--- config.mk ---
export PLATFORM = sky130hd
export DESIGN_NAME = rqh_hist_bank
export DESIGN_NICKNAME = d
export VERILOG_FILES = /design/src/sv/rqh_pkg.sv /design/src/sv/rqh_ram.sv /design/src/sv/rqh_hist_bank.sv
export SDC_FILE = /design/constraint.sdc
export NUM_CORES = 1
export LEC_CHECK = 0
export BUFFER_PORTS_ARGS = -buffer_cell sky130_fd_sc_hd__buf_4
export CORE_UTILIZATION = 40
export CTS_CLUSTER_SIZE = 28
export DETAILED_ROUTE_END_ITERATION = 10
export PLACE_DENSITY_LB_ADDON = 0.08
export SYNTH_ARGS = -nofsm -noshare
export SYNTH_HDL_FRONTEND = slang
export SYNTH_SLANG_ARGS = --single-unit
--- constraint.sdc ---
create_clock -name clk -period 9.4 [get_ports clk]
set_input_delay 0.47 -clock clk [delete_from_list [all_inputs] [get_ports clk]]
set_output_delay 0.47 -clock clk [all_outputs]
set_load 0.02 [all_outputs]
--- src/sv/rqh_pkg.sv ---
`default_nettype none

package rqh_pkg;

  // Default build sizes.
  localparam int MAX_POSITIONS_DEF = 1024;
  localparam int QUALITY_BINS_DEF  = 128;
  localparam int COUNT_BITS_DEF    = 40;

  // Fixed alphabet and field widths.
  localparam int NUM_BASES     = 5;
  localparam int BT_BITS       = $clog2(NUM_BASES);
  localparam int ENTRY_BITS    = 40;
  localparam int TOTAL_BITS    = 48;
  localparam int LONGEST_BITS  = 11;
  localparam int QUAL_BITS     = 8;
  localparam int CODE_BITS     = 3;
  localparam int PIDX_BITS     = 11;
  localparam int BIN_BITS      = 8;
  localparam int KIND_BITS     = 2;
  localparam int TABLE_BITS    = 3;

  // Stream widths.
  localparam int IN_TDATA_BITS  = 32;
  localparam int IN_TUSER_BITS  = KIND_BITS + TABLE_BITS;
  localparam int OUT_TDATA_BITS = 152;

  typedef enum logic [KIND_BITS-1:0] {
    KIND_BASE = 2'd0,
    KIND_END  = 2'd1,
    KIND_READ = 2'd2
  } kind_t;

  typedef enum logic [TABLE_BITS-1:0] {
    TBL_BASE  = 3'd0,
    TBL_QUAL  = 3'd1,
    TBL_PBASE = 3'd2,
    TBL_PQUAL = 3'd3,
    TBL_LEN   = 3'd4
  } table_t;

  // Control of one histogram bank for the current cycle.
  typedef struct packed {
    logic clear;
    logic bump;
  } hist_ctl_t;

  // Running status carried with every result.
  typedef struct packed {
    logic                    overflow;
    logic [QUAL_BITS-1:0]    highest;
    logic [LONGEST_BITS-1:0] longest;
    logic [TOTAL_BITS-1:0]   total;
    logic [ENTRY_BITS-1:0]   reads;
  } status_t;

  typedef struct packed {
    status_t               status;
    logic [ENTRY_BITS-1:0] entry;
  } result_t;

endpackage

`default_nettype wire

--- src/sv/rqh_ram.sv ---
`default_nettype none

module rqh_ram #(
  parameter int WIDTH = 40,
  parameter int DEPTH = 1024,
  localparam int ADDR_BITS = $clog2(DEPTH)
) (
  input  wire logic                 clk,
  input  wire logic                 we,
  input  wire logic [ADDR_BITS-1:0] waddr,
  input  wire logic [WIDTH-1:0]     wdata,
  input  wire logic [ADDR_BITS-1:0] raddr,
  output logic      [WIDTH-1:0]     rdata
);

  logic [WIDTH-1:0] mem [DEPTH];

  // A read of the address being written returns the old contents.
  always_ff @(posedge clk) begin
    rdata <= mem[raddr];
    if (we) begin
      mem[waddr] <= wdata;
    end
  end

endmodule

`default_nettype wire

--- src/sv/rqh_hist_bank.sv ---
`default_nettype none

module rqh_hist_bank import rqh_pkg::*; #(
  parameter int DEPTH      = 5,
  parameter int COUNT_BITS = COUNT_BITS_DEF,
  localparam int ADDR_BITS = $clog2(DEPTH)
) (
  input  wire logic                  clk,
  input  wire logic                  rst,
  input  wire hist_ctl_t             ctl,
  input  wire logic [ADDR_BITS-1:0]  addr,
  output logic      [COUNT_BITS-1:0] count
);

  logic [COUNT_BITS-1:0] rdata;
  logic [COUNT_BITS-1:0] cur;
  logic [COUNT_BITS-1:0] inc;
  logic                  s1_bump;
  logic [ADDR_BITS-1:0]  s1_addr;
  logic                  fwd;
  logic [COUNT_BITS-1:0] fwd_val;
  logic                  we;
  logic [ADDR_BITS-1:0]  waddr;
  logic [COUNT_BITS-1:0] wdata;

  // The read issued last cycle may have missed the write of the beat ahead of it.
  assign cur   = fwd ? fwd_val : rdata;
  assign inc   = (cur == '1) ? cur : cur + COUNT_BITS'(1);
  assign count = cur;

  // Write port: clearing sweep or the write-back of last cycle's increment.
  assign we    = ctl.clear | s1_bump;
  assign waddr = ctl.clear ? addr : s1_addr;
  assign wdata = ctl.clear ? '0 : inc;

  rqh_ram #(
    .WIDTH (COUNT_BITS),
    .DEPTH (DEPTH)
  ) u_ram (
    .clk   (clk),
    .we    (we),
    .waddr (waddr),
    .wdata (wdata),
    .raddr (addr),
    .rdata (rdata)
  );

  // Second stage of the read-modify-write, with the forwarding register.
  always_ff @(posedge clk) begin
    if (rst) begin
      s1_bump <= 1'b0;
      fwd     <= 1'b0;
    end else begin
      s1_bump <= ctl.bump;
      fwd     <= s1_bump && (s1_addr == addr);
    end
    s1_addr <= addr;
    fwd_val <= inc;
  end

endmodule

`default_nettype wire

Word-level counts from Yosys, hierarchy flattened
Memories as Yosys holds them, arrays and structs flattened. A register that Yosys moved wholly into a read port is not among the register bits.
Cells that the tools add are included.
Widths: inputs -> output; s select.
{ "totals": {"register_bits": 45, "ram_bits": 200, "input_bits": 7, "output_inout_bits": 40, "wordCells": 16, "n_memories": 1} }
{ "memory_table": {"columns": ["name", "depth", "width", "rd", "rd_clocked_by_memory_dff", "wr", "line_no", "rtl"], "rows": [
  ["u_ram.mem", 5, 40, 1, 1, 1, "rqh_ram.sv:16", "logic [WIDTH-1:0] mem [DEPTH];"]
]} }
{ "classes": {"addsub": 1, "n_eq_ne": 2, "n_mux": 6, "bitwise_logic": 1, "reduce_logical": 1} }
{ "ops": {"columns": ["cell", "n"], "rows": [
  ["$mux 40", 3],
  ["$add 40x1->40 const B", 1],
  ["$eq 40x40->1 const B", 1],
  ["$eq 3x3->1", 1],
  ["$mux 3", 1],
  ["$mux 1", 2],
  ["$logic_and 1x1->1", 1],
  ["$or 1x1->1", 1]
]} }

Logic depth before layout (Yosys ltp)
Gate-level depths: netlist of run 1.
{ "logic_depth": {"ltp_word": 4, "ltp_mapped": 18, "ltp_nobuf": 9} }

Hierarchy
From an unflattened synthesis of run 1, not the netlist that was laid out.
{ "hier_totals": {"cells_unflattened": 895, "hier_area_um2": 12527.0} }
{ "by_module_without_submodules": {"columns": ["module", "n_inst", "cells_per_inst", "area_each_um2", "seq_area_each_um2"], "rows": [
  ["rqh_ram", 1, 476, 9068.7, 6806.5],
  ["rqh_hist_bank", 1, 419, 3458.3, 900.9]
]} }

Worst setup path after synthesis of run 1
Ideal clock, no wire load.
{ "synth_timing": {"path_type": "reg2reg", "startpoint": "register fwd", "endpoint": "memory u_ram.mem[0][39] (data pin)", "setup_time_ns": 0.276, "arrival_ns": 3.770, "required_ns": 9.124, "setup_slack_ns": 5.354, "path_stages_with_launch": 18, "n_path_buf": 8, "synth_period_minus_slack_ns": 4.046, "path_cell_list": "dfxtp_1 -> buf_4 -> buf_12 -> buf_6 -> buf_6 -> buf_2 -> buf_2 -> mux2i_1 -> inv_1 -> ha_1 -> and4_1 -> a31o_2 -> clkbuf_1 -> and3_1 -> buf_4 -> a31o_4 -> nor4_4 -> mux2_1"} }
{ "synth_between": {"elab_chain_len": 4, "word_cells_on_any_way": 5, "classes_between": "add/sub: 1; eq/ne: 1; mux: 3"} }
{ "synth_rtl": {"columns": ["element", "line_no", "rtl"], "rows": [
  ["from (decl)", "rqh_hist_bank.sv:20", "logic fwd;"],
  ["from (signal assigned)", "rqh_hist_bank.sv:55", "fwd <= s1_bump && (s1_addr == addr);"],
  ["$mux 40 (*)", "rqh_hist_bank.sv:27", "assign cur = fwd ? fwd_val : rdata;"],
  ["via count[0]", "rqh_hist_bank.sv:12", "output logic [COUNT_BITS-1:0] count"],
  ["$add 40x1->40 / $eq 40x40->1 (equally long branches)", "rqh_hist_bank.sv:28", "assign inc = (cur == '1) ? cur : cur + COUNT_BITS'(1);"],
  ["$mux 40 (*)", "rqh_hist_bank.sv:28", null],
  ["$mux 40 (*)", "rqh_hist_bank.sv:34", "assign wdata = ctl.clear ? '0 : inc;"],
  ["via u_ram.wdata[39]", "rqh_ram.sv:11", "input wire logic [WIDTH-1:0] wdata,"],
  ["to (decl)", "rqh_ram.sv:16", null]
]} }
Mark *: on every way through the listed nets, which the timed path passes. The rest lies on a longest branch.

Worst setup path after layout of run 1
{ "layout_timing": {"startpoint": "register fwd", "endpoint": "memory u_ram.mem[3][35] (data pin)"} }
{ "layout_between": {"elab_chain_len": 4, "word_cells_on_any_way": 5, "classes_between": "add/sub: 1; eq/ne: 1; mux: 3"} }
{ "layout_rtl": {"columns": ["element", "line_no"], "rows": [
  ["$mux 40 (*)", "rqh_hist_bank.sv:27"],
  ["$add 40x1->40 / $eq 40x40->1 (equally long branches)", "rqh_hist_bank.sv:28"],
  ["$mux 40 (*)", "rqh_hist_bank.sv:28"],
  ["$mux 40 (*)", "rqh_hist_bank.sv:34"],
  ["via u_ram.wdata[35]", "rqh_ram.sv:11"]
]} }
Marks and branches as above.

==> summary.md, run 1 <==
| Metric | Value |
|---|---|
| Outcome | `completed` |
| Routed WL | `27.3 mm` |
| Switching Fraction | `0.221` |
| Final cell count without fillers | `1282` |
| VDD IR max | `0.140 mV` |
| Maximum level of the CTS H-tree | `1` |
| Via-to-Cell Ratio | `5.20` |
| Worst Path Buf+Inv | `1` |
| Worst Hold Depth | `2` |
| Antenna violations before repair | `0` |
| Total grt overflow | `0` |
| Slew @ Worst Pin | `0.966 ns` |
| Main combinational cell family by area after synthesis | `simple AND/OR/NAND/NOR gates` |
| Worst path cell trace | `buf_4 > nand3_2 > a222oi_1 > and3_1 > nand3_4 > and3_1 > nor3_1` |
| HP Class | `in -> reg` |
| FF-to-FF path depth | `7` |
| Mux contribution to synthesized area | `0.109` |
| Power Internal | `2.25 mW` |
| Synth cell types | `61` |
| Latest clock arrival within the worst-skew pair | `0.55 ns` |
| Max_cap viols | `0` |
| Die area | `30200 µm²` |
| Top Family by Delay on Critical Path | `simple AND/OR/NAND/NOR gates` |
| Pleak | `4.79 nW` |
| Final ANT Viol Nets | `0` |
| Root Buffer | `clkbuf_16` |
| Setup Skew | `0.0177 ns` |
| DRC | `0` |
| Layout Nets | `882` |
| Clk sinks | `285` |
| First-pass GRT wire length | `41.8 mm` |
| Tmin final | `4.22 ns` |
| Most frequent CP cell | `and3_1` |
| Detailed Route Iter0 Violations | `397` |
| RSZ-0062 raised after global routing | `false` |
| Post-synth EDFFs | `200` |
| Setup TNS | `0 ns` |
| Endpoints failing setup | `0` |
| CORE AREA | `28900 µm²` |
| Final hold violation count | `0` |
| Mean Syn Cell Area | `14.2 µm²` |
| Async S/R FF share, synth | `0` |
| FMAX | `237 MHz` |
| Dpl cells | `1225` |
| Yosys warnings | `0` |
| Vias in the first global route | `6849` |
| CTS Hold Bufs | `0` |
| Critical path launch point type | `flip-flop` |
| Top Ports | `47` |
| Std-Cell Rows | `62` |
| DIE HEIGHT | `174 µm` |
| Chip Width | `174 µm` |
| Pin count of the biggest net entering global routing | `52` |
| Via count of the routed design | `6661` |
| Detailed Place HPWL | `15.8 mm` |
| Synthesized net count | `839` |
| Crit path DAT | `4.49 ns` |
| Post-cts sizing count | `0` |
| Pins Over Slew Limit | `0` |
| Slew headroom | `0.356` |
| Master of the slowest instance on the critical path | `a222oi_1` |
| Fill cells | `2596` |
| Post-CTS setup buffer count | `0` |
| Sequential share of power | `0.497` |
| Switch Pwr | `0.638 mW` |
| Antenna Cells | `0` |
| Worst Path Class, Setup | `reg -> reg` |
| Clk pin slew, worst setup/hold paths | `0.06 ns` |
| Final Cycle Share | `0.449` |
| Post-Synth Simple-Gate Area | `0.132` |
| Power per cell area | `213 nW/µm²` |
| Most used DFF post-synth | `edfxtp_1` |
| GRT Util Overall | `0.184` |
| Routed len/inst | `21.3 µm` |
| CTS max path bufs | `3` |
| Share of post-route cells with drive strength above 1 | `0.206` |
| CTS buffer count | `31` |
| Synth Area in Compound Gates | `0.0472` |
| Area Overhead vs Synth | `14.7%` |
| Register area share after synthesis | `0.654` |
| Cell taking the most area after synthesis | `edfxtp_1` |
| Initial Util | `0.409` |
| Drt pass-1 iters | `5` |
| Worst Path Required | `9.67 ns` |
| Comb power frac | `0.074` |
| Clock power share | `0.429` |
| Max FO, Critical Path | `49` |
| Crit path depth | `7` |
| CTS tree | `built` |
| Post-Synth XOR/XNOR Area | `0.0253` |
| Crit-path max cell delay | `0.79 ns` |
| Synth top area share | `0.509` |
| Endpoint type of the worst setup path | `flip-flop` |
| Syn Std Cell Area | `11800 µm²` |
| Port bufs | `46` |
| Seq cells post-synth | `285` |
| Synth top area cells | `edfxtp_1 51%, dfxtp_1 14%, mux4_2 7.6%` |
| Area share of fa/ha/maj cells after synthesis | `0.00106` |
| Placer Congestion | `0.800` |
| Cells after Synth | `831` |
metrics by stage:
stage                     area (µm²)  power (mW)  setup WS [ns]  utilization  hold WS, ns
after global placement         12500        1.67           5.25        0.432        0.412
after CTS                      13500        2.92           5.19        0.468       0.0625
after detailed placement       12500        1.68           5.20        0.432        0.421
final                          13500        2.89           5.18        0.468       0.0908
after floorplan                11800        1.59           5.35            -        0.408
after global routing           13500        2.99           4.79        0.468       0.0814
cell usage in the layout, fill, tap and decap left out, types with 3 or more instances in the layout:
cell        synthesis  final
nand3b_1           12     12
mux2_2             10     10
nand2_1           140    140
nor3_1              9      9
nor3b_1             3      3
inv_1              32     32
a222oi_1            4      4
clkbuf_16           0     32
clkbuf_8            0      4
o21ai_0             3      3
o31ai_2             4      4
clkinvlp_4          0      3
bufinv_16           0      4
xor2_1              5      5
mux4_2             40     40
clkinv_2            0      5
a311oi_1            3      3
nand4b_1            6      6
nand4_1             8      8
dfxtp_1            85     84
nor2_1             15     10
and4_1              3      3
a21oi_1            21     21
a22oi_1             3      3
and2_1              3      3
buf_4               7     53
nor2_4              0      5
and3_1              6      6
o211ai_1            3      3
nand3_2             3      3
a32o_1              4      4
xnor2_1            29     29
a31oi_1             6      6
clkbuf_1           21      9
mux2i_1            26     26
nand3_1            27     27
edfxtp_1          200    200
nor2b_1            41     41
cell type report:
type / instances / area (µm²) / area share
Multi-Input combinational cell: 470 / 3750 / 0.277
Sequential cell: 285 / 7710 / 0.570
Inverter: 33 / 124 / 0.00916
Clock buffer: 45 / 890 / 0.0658
Clock inverter: 12 / 168 / 0.0124
Tap cell: 384 / 480 / 0.0355
Timing Repair Buffer: 53 / 398 / 0.0294
cells by family (layout without fill, tap and decap cells):
group                    Yosys count  after routing
AND/OR/NAND/NOR                  291            291
flip-flops                       285            285
buffers and inverters             76            143
multiplexers                      77             77
AO/OA/AOI/OAI                     67             67
XOR/XNOR                          34             34
adder cells (fa/ha/maj)            1              1
Yosys cell counts, types with 4 or more instances:
| master | count |
|---|---|
| xor2_1 | 5 |
| mux4_2 | 40 |
| buf_4 | 7 |
| nand4_1 | 8 |
| buf_6 | 5 |
| clkbuf_1 | 21 |
| nand3_1 | 27 |
| nor3_1 | 9 |
| edfxtp_1 | 200 |
| mux2i_1 | 26 |
| nor2b_1 | 41 |
| nand4b_1 | 6 |
| a32o_1 | 4 |
| inv_1 | 32 |
| nand2_1 | 140 |
| nand3b_1 | 12 |
| mux2_2 | 10 |
| dfxtp_1 | 85 |
| buf_2 | 4 |
| a21oi_1 | 21 |
| a31oi_1 | 6 |
| a222oi_1 | 4 |
| nor2_1 | 15 |
| o31ai_2 | 4 |
| buf_1 | 5 |
| and3_1 | 6 |
| xnor2_1 | 29 |
power by group through the flow:
stage	clock network, mW	registers [mW]	logic (mW)
after floorplan	0	1.45	0.144
after global placement	0	1.46	0.215
after detailed placement	0	1.46	0.217
after CTS	1.27	1.43	0.219
after global routing	1.31	1.44	0.234
final	1.24	1.43	0.214
metal layers:
metal | track usage | up-vias | wire length (µm)
met5 | 0 | - | 0
met4 | 0.0402 | 0 | 476
met2 | 0.295 | 131 | 12600
met3 | 0.0246 | 35 | 991
met1 | 0.268 | 3339 | 13200
li1 | - | 3156 | -
path summary, 6_finish.rpt:
check | endpoint | slack (ns) | start
min reg2reg | u_ram.rdata[32] | 0.43 | u_ram.mem[4][32]
min | s1_bump | 0.09 | rst
max | u_ram.mem[3][35] | 5.18 | fwd
max reg2reg | u_ram.mem[3][35] | 5.18 | fwd
worst reg2reg max path, cell delays in order, from the launching register on:
cell,delay (ns)
dfxtp_4,0.68
buf_4,0.57
nand3_2,0.22
a222oi_1,0.79
and3_1,0.75
nand3_4,0.26
and3_1,0.27
nor3_1,0.42
registers in the layout (all words and copies together), names as in the netlist:
register,flops
u_ram.rdata,40
u_ram.mem,200
fwd_val,40
s1_addr,3
s1_bump,1
fwd,1
No activity file was read; power rests on OpenSTA's default activity.
==> run 2: changes to the inputs <==
--- a/config.mk
+++ b/config.mk
@@ -5,6 +5,7 @@
 export SDC_FILE = /design/constraint.sdc
 export NUM_CORES = 1
 export LEC_CHECK = 0
+export ABC_AREA = 1
 export BUFFER_PORTS_ARGS = -buffer_cell sky130_fd_sc_hd__buf_4
 export CORE_UTILIZATION = 40
 export CTS_CLUSTER_SIZE = 28
==> constraint.sdc (replaced) <==
create_clock -name clk -period 4 [get_ports clk]
set_input_delay 0.2 -clock clk [delete_from_list [all_inputs] [get_ports clk]]
set_output_delay 0.2 -clock clk [all_outputs]
set_load 0.02 [all_outputs]
==> run 2 against run 1 <==
Global-route usage is 2.3 points higher; non-clock buffer count is 17 higher; via count is 22% higher; first-iteration DRC count is 61% higher; die area is 0.71% lower; clock-buffer cell count is 1 lower; combinational power grew to 3.0 times the previous value; sequential share of layout area is 0.26 points higher; sequential power is 140% higher; critical endpoint is now u_ram.mem[4][9]; highest routed layer unchanged.
==> summary.md, run 2 <==
| Metric | Value |
|---|---|
| Outcome | `completed` |
| Yosys warnings | `0 (unchanged)` |
| Pleak | `5.31 nW (+11%)` |
| Root Buffer | `clkbuf_16` |
| Seq cells post-synth | `285 (unchanged)` |
| Synth cell types | `32 (-48%)` |
| Async S/R FF share, synth | `0 (unchanged)` |
| Synthesized net count | `1185 (+41%)` |
| Cell taking the most area after synthesis | `edfxtp_1` |
| Post-cts sizing count | `0 (unchanged)` |
| Std-Cell Rows | `62 (unchanged)` |
| Master of the slowest instance on the critical path | `nand3b_4` |
| Synth top area cells | `edfxtp_1 51%, dfxtp_1 15%, nor2_1 8.7%` |
| Worst Path Class, Setup | `reg -> reg` |
| Most frequent CP cell | `nand2_1` |
| VDD IR max | `0.285 mV (+100%)` |
| Area Overhead vs Synth | `14.9%` |
| Commonest non-fill, non-tap cell in the layout | `nor2_1` |
| DP Area | `12500 µm² (about the same)` |
| Slew headroom | `0.404 (+0.0477)` |
| Max FO, Critical Path | `39 (-20%)` |
| Register area share after synthesis | `0.658 (+0.00468)` |
| Reg2reg setup slack | `0.73 ns (-4.45 ns)` |
| Worst Path Buf+Inv | `3 (+2)` |
| Share of post-route cells with drive strength above 1 | `0.124 (-0.0821)` |
| GRT Util Overall | `0.207 (+0.0225)` |
| Cells after Synth | `1177 (+42%)` |
| HP Class | `in -> reg` |
| CTS max path bufs | `3 (unchanged)` |
| Most used DFF post-synth | `edfxtp_1` |
| Regs by FF count | `u_ram.mem x200, fwd_val x40, u_ram.rdata x40` |
| Crit-path max cell delay | `0.44 ns (-0.35 ns)` |
| Most frequent cells in the layout | `265 x nor2_1, 259 x nand2_1, 200 x edfxtp_1` |
| Fill cells | `2720 (+4.8%)` |
| Latest clock arrival within the worst-skew pair | `0.56 ns (about the same)` |
| Syn Std Cell Area | `11700 µm² (-0.71%)` |
| Layout Nets | `1234 (+40%)` |
| Dpl ws | `0.719 ns (-4.48 ns)` |
| Final ANT Viol Nets | `0 (unchanged)` |
| DRC | `0 (unchanged)` |
| Design area | `13500 µm² (-0.49%)` |
| Setup TNS | `0 ns (unchanged)` |
| Port bufs | `46 (unchanged)` |
| DIE HEIGHT | `173 µm (-0.35%)` |
| Routed len/inst | `18.6 µm (-12%)` |
| Highest metal used | `met4` |
| Pins Over Slew Limit | `0 (unchanged)` |
| Via-to-Cell Ratio | `4.96 (-4.6%)` |
| Post-synth EDFFs | `200 (unchanged)` |
| Die area | `29900 µm² (-0.71%)` |
| Commonest cells in the synthesized netlist | `270 x nor2_1, 259 x nand2_1, 200 x edfxtp_1, 85 x dfxtp_1, 83 x o21ai_0` |
| Top Ports | `47 (unchanged)` |
| First-pass GRT wire length | `47.4 mm (+14%)` |
| Placer Congestion | `0.917 (+15%)` |
| Endpoints failing setup | `0 (unchanged)` |
| Detailed Route Iter0 Violations | `640 (+61%)` |
| Setup Skew | `0.0217 ns (+0.00404 ns)` |
| CORE AREA | `28800 µm² (-0.27%)` |
| Crit path DAT | `3.60 ns (-0.89 ns)` |
| Worst path cell trace | `clkinv_2 > nand2_1 > nand2_1 > ha_1 > nand3_2 > inv_2 > nand2_2 > nor2_4 > nand3b_4 > buf_4 > a21oi_1` |
| Hold endpoint | `s1_addr[0]` |
| CTS tree | `built` |
| Antenna violations before repair | `0 (unchanged)` |
| Clk pin slew, worst setup/hold paths | `0.06 ns (about the same)` |
| Pin count of the biggest net entering global routing | `83 (+60%)` |
| Initial Util | `0.407 (-0.00181)` |
| R2r endpoint | `u_ram.mem[4][9]` |
| Max reg flops | `200 (unchanged)` |
| Final Cycle Share | `0.817 (+0.369)` |
| WL met2 | `14.6 mm (+16%)` |
| Endpoint type of the worst setup path | `flip-flop` |
| Final hold violation count | `0 (unchanged)` |
| Tmin final | `3.27 ns (-0.947 ns)` |
| Setup ws final | `0.731 ns (-4.45 ns)` |
| Power per cell area | `500 nW/µm² (+130%)` |
| Routed met3 length | `1.25 mm (+26%)` |
| Detailed Place HPWL | `19.6 mm (+24%)` |
| Worst Hold Depth | `1 (-1)` |
| Maximum level of the CTS H-tree | `1 (unchanged)` |
| FMAX | `306 MHz (+29%)` |
| Top Family by Delay on Critical Path | `simple AND/OR/NAND/NOR gates` |
| Worst Path Required | `4.33 ns (-5.34 ns)` |
| CTS buffer count | `31 (unchanged)` |
| Clk sinks | `285 (unchanged)` |
| Vias in the first global route | `8016 (+17%)` |
| Reg2reg start | `fwd` |
| Antenna Cells | `0 (unchanged)` |
| Slew @ Worst Pin | `0.894 ns (-0.0715 ns)` |
| Critical path launch point type | `flip-flop` |
| Drt pass-1 iters | `7 (+2)` |
| Most common cell in the synthesized netlist | `nor2_1` |
| RSZ-0062 raised after global routing | `false` |
| Total grt overflow | `0 (unchanged)` |
| Max_cap viols | `0 (unchanged)` |
| Routed WL | `30.5 mm (+12%)` |
| Mean Syn Cell Area | `9.94 µm² (-30%)` |
| Routed met1 length | `14.0 mm (+6.0%)` |
| Reg with most FFs | `u_ram.mem` |
| Via count of the routed design | `8107 (+22%)` |
| FF-to-FF path depth | `11 (+4)` |
| Synth top area share | `0.513 (+0.00365)` |
| Worst Hold Launch | `addr[0]` |
| Chip Width | `173 µm (-0.35%)` |
[run 2: layer usage]
layer	up-vias	GRT usage
li1	4041	-
met1	3869	0.284
met2	153	0.342
met3	44	0.0301
met4	0	0.0575
met5	-	0
[run 2: cell families after synthesis]
group / Yosys count / synth area share
AND/OR/NAND/NOR: 616 / 0.219
flip-flops: 285 / 0.658
AO/OA/AOI/OAI: 143 / 0.0658
buffers and inverters: 117 / 0.0445
XOR/XNOR: 15 / 0.0112
adder cells (fa/ha/maj): 1 / 0.00107
[run 2: where the power goes]
part | leakage, nW | internal [mW] | switching, mW
clock | 0.465 | 1.59 | 1.11
combinational | 2.28 | 0.185 | 0.463
sequential | 2.57 | 3.33 | 0.0439
total | 5.31 | 5.10 | 1.62
[run 2: timing repair]
| action | CTS | global route |
|---|---|---|
| endpoints found under the hold margin | 2 | 0 |
| endpoints found under the setup margin | 0 | 0 |
| setup buffers | 0 | 0 |
| hold buffers | 3 | 0 |
[run 2: worst max path at each step]
| stage | startpoint | endpoint | slack, ns | cells past startpoint |
|---|---|---|---|---|
| floorplan | addr[1] | u_ram.mem[2][0] | 0.86 | 6 |
| global placement | fwd | u_ram.mem[0][18] | 0.83 | 13 |
| detailed placement | fwd | u_ram.mem[3][9] | 0.72 | 11 |
| CTS | fwd | u_ram.mem[2][9] | 0.68 | 11 |
| global route | fwd | u_ram.mem[2][13] | 0.42 | 11 |
| finish | fwd | u_ram.mem[4][9] | 0.73 | 11 |
[run 2: area by class of cell]
class / instances / area, µm² / area share
Sequential cell: 285 / 7710 / 0.573
Multi-Input combinational cell: 775 / 3510 / 0.261
Clock buffer: 44 / 845 / 0.0628
Timing Repair Buffer: 70 / 546 / 0.0406
Tap cell: 384 / 480 / 0.0357
Inverter: 63 / 238 / 0.0177
Clock inverter: 14 / 121 / 0.00902
[run 2: through the flow]
stage,hold slack [ns],power [mW],utilization,cells
6_report,0.0245,6.72,0.467,1635
5_1_grt,0.0388,6.99,0.467,1635
4_1_cts,0.0256,6.80,0.467,1635
3_5_place_dp,0.321,4.09,0.433,1574
3_3_place_gp,0.320,4.09,0.433,1574
2_1_floorplan,0.228,3.83,-,1177
==> run 3: changes to the inputs <==
==> constraint.sdc (replaced) <==
create_clock -name clk -period 2.7 [get_ports clk]
set_input_delay 0.135 -clock clk [delete_from_list [all_inputs] [get_ports clk]]
set_output_delay 0.135 -clock clk [all_outputs]
set_load 0.02 [all_outputs]
==> run 3 against run 2 <==
Non-clock buffer count rose by 24; routed wire length is 0.60% lower; register-to-register slack worse by 0.47 ns; global-route usage decreased by 0.17 points; die area is the same; worst setup slack got worse by 0.47 ns; worst hold slack improved by 0.12 ns; power grew 55%; cell count grew 1.5%; clock-buffer cell count is the same; critical path depth stayed put; highest routed layer unchanged.
==> summary.md, run 3 (synthesis results as in run 2) <==
| Metric | Value |
|---|---|
| Switching Fraction | `0.232 (-0.00804)` |
| Sequential share of power | `0.480 (-0.022)` |
| DIE HEIGHT | `173 µm (unchanged)` |
| Area Overhead vs Synth | `18.4%` |
| Top Family by Delay on Critical Path | `simple AND/OR/NAND/NOR gates` |
| Root Buffer | `clkbuf_16` |
| Hold slack | `0.143 ns (+0.118 ns)` |
| Max_cap viols | `0 (unchanged)` |
| Final cell count without fillers | `1659 (+1.5%)` |
| Crit path depth | `11 (unchanged)` |
| Pleak | `5.53 nW (+4.1%)` |
| CTS buffer count | `31 (unchanged)` |
| Routed WL | `30.3 mm (-0.60%)` |
| Worst Setup SP | `fwd` |
| Worst Hold Depth | `2 (+1)` |
| Dpl cells | `1598 (+1.5%)` |
| Std-Cell Rows | `62 (unchanged)` |
| Endpoint type of the worst setup path | `flip-flop` |
| VDD IR max | `0.531 mV (+86%)` |
| Layout Nets | `1258 (+1.9%)` |
| Hold endpoint | `u_ram.mem[4][10]` |
| Master of the slowest instance on the critical path | `dfxtp_4` |
| Commonest non-fill, non-tap cell in the layout | `nor2_1` |
| First-pass GRT wire length | `47.1 mm (-0.73%)` |
| Storage element area | `7710 µm² (about the same)` |
| Switch Pwr | `2.42 mW (+50%)` |
| Area occupied by multi-input gates | `3540 µm² (+0.85%)` |
| HP Class | `in -> reg` |
| Max FO, Critical Path | `40 (+2.6%)` |
| Worst Path Class, Setup | `reg -> reg` |
| Slew @ Worst Pin | `0.917 ns (+0.0227 ns)` |
| Chip Width | `173 µm (unchanged)` |
| Tmin final | `2.44 ns (-0.827 ns)` |
| FMAX | `410 MHz (+34%)` |
| Slew headroom | `0.389 (-0.0152)` |
| Clock power share | `0.423 (+0.021)` |
| Maximum level of the CTS H-tree | `1 (unchanged)` |
| Design area | `13900 µm² (+3.0%)` |
| CTS max path bufs | `3 (unchanged)` |
| Via-to-Cell Ratio | `4.92 (-0.81%)` |
| CTS tree | `built` |
| Total grt overflow | `0 (unchanged)` |
| Power Internal | `7.99 mW (+57%)` |
| Max reg flops | `200 (unchanged)` |
| Detailed Route Iter0 Violations | `581 (-9.2%)` |
| DRC | `0 (unchanged)` |
| R2r endpoint | `u_ram.mem[4][6]` |
| Post-CTS setup buffer count | `0 (unchanged)` |
| Placer Congestion | `0.895 (-2.4%)` |
| GRT Util Overall | `0.205 (-0.00174)` |
| Pin count of the biggest net entering global routing | `83 (unchanged)` |
| Setup Skew | `0.0167 ns (-0.00503 ns)` |
| Most frequent CP cell | `nand2_1` |
| Vias in the first global route | `7998 (-0.22%)` |
| Port bufs | `46 (unchanged)` |
| RSZ-0062 raised after global routing | `false` |
| Initial Util | `0.407 (unchanged)` |
| Detailed Place HPWL | `19.5 mm (-0.19%)` |
| Top Ports | `47 (unchanged)` |
| Endpoints failing setup | `0 (unchanged)` |
| Pins Over Slew Limit | `0 (unchanged)` |
| Clk sinks | `285 (unchanged)` |
| Outcome | `completed` |
| Latest clock arrival within the worst-skew pair | `0.56 ns (about the same)` |
| CORE AREA | `28800 µm² (unchanged)` |
| Core Util, Final | `0.482 (+0.0142)` |
| Final Cycle Share | `0.904 (+0.0872)` |
| Crit-path max cell delay | `0.40 ns (-0.04 ns)` |
| Critical path launch point type | `flip-flop` |
| Drt pass-1 iters | `5 (-2)` |
| FF-to-FF path depth | `11 (unchanged)` |
| Reg with most FFs | `u_ram.mem` |
| Most frequent cells in the layout | `262 x nor2_1, 259 x nand2_1, 200 x edfxtp_1` |
| Die area | `29900 µm² (unchanged)` |
| Worst path cell trace | `clkinv_2 > buf_4 > nand2_2 > nand2_1 > nand2_1 > nor2_2 > nand2_1 > nor2_4 > nand3b_4 > buf_12 > a21oi_1` |
| Power per cell area | `751 nW/µm² (+50%)` |
| Final ANT Viol Nets | `0 (unchanged)` |
| Final hold violation count | `0 (unchanged)` |
| Worst Hold Launch | `ctl[1]` |
| Antenna violations before repair | `0 (unchanged)` |
| Worst Path Required | `3.02 ns (-1.31 ns)` |
| Crit path DAT | `2.76 ns (-0.84 ns)` |
| Fill cells | `2658 (-2.3%)` |
| Via count of the routed design | `8159 (+0.64%)` |
| Reg2reg setup slack | `0.26 ns (-0.47 ns)` |
| Share of post-route cells with drive strength above 1 | `0.156 (+0.0322)` |
| Reg2reg start | `fwd` |
| Routed len/inst | `18.2 µm (-2.0%)` |
| DP Area | `12700 µm² (+2.0%)` |
| Worst Path Buf+Inv | `3 (unchanged)` |
| Clk pin slew, worst setup/hold paths | `0.06 ns (about the same)` |
| Regs by FF count | `u_ram.mem x200, fwd_val x40, u_ram.rdata x40` |
| Comb power frac | `0.097 (about the same)` |
| Antenna Cells | `0 (unchanged)` |
-- run 3: power groups by stage --
stage	clock network [mW]	registers [mW]	logic, mW
6_report	4.40	5.00	1.01
5_1_grt	4.65	5.01	1.12
4_1_cts	4.50	5.00	1.02
3_5_place_dp	0	5.09	1.02
3_3_place_gp	0	5.10	1.01
2_1_floorplan	0	5.07	0.613
-- run 3: worst register-to-register path: cells and delay by family, from the launching register on --
family | cells | cell delay [ns]
and+or+nand+nor | 7 | 0.95
AOI/OAI and AO/OA | 1 | 0.35
DFF | 1 | 0.40
buffers and inverters | 3 | 0.50
-- run 3: stage by stage --
step / TNS, ns / total power [mW] / setup slack (ns)
finish: 0 / 10.4 / 0.258
global route: 0 / 10.8 / 0.0104
CTS: 0 / 10.5 / 0.105
detailed placement: 0 / 6.11 / 0.127
global placement: 0 / 6.11 / 0.131
floorplan: -29.89 / 5.68 / -0.374
-- run 3: layout make-up --
type | count | area share
repair buffers | 94 | 0.0578
clock buffers | 44 | 0.0638
inverters | 63 | 0.0172
well taps | 384 | 0.0347
multi-input cells | 775 | 0.256
flip-flops and latches | 285 | 0.556
clock inverters | 14 | 0.0145
-- run 3: timing repair --
| action | CTS | global route |
|---|---|---|
| hold buffers | 3 | 0 |
| resized for setup | 0 | 10 |
| endpoints found under the hold margin | 3 | 0 |
| setup endpoints to repair | 0 | 83 |
-- run 3: how the worst max path moves through the flow --
stage,slack [ns],endpoint
2_1_floorplan,-0.37,u_ram.mem[2][0]
3_3_place_gp,0.13,u_ram.mem[1][13]
3_5_place_dp,0.13,u_ram.mem[2][13]
4_1_cts,0.10,u_ram.mem[1][13]
5_1_grt,0.01,u_ram.mem[1][14]
6_report,0.26,u_ram.mem[4][6]
-- run 3: per-layer routing --
metal | GRT usage | share of wire | vias to the layer above
met2 | 0.340 | 0.47 | 162
met3 | 0.0233 | 0.032 | 46
met4 | 0.0557 | 0.023 | 0
li1 | - | - | 4093
met1 | 0.286 | 0.48 | 3858
met5 | 0 | 0 | -
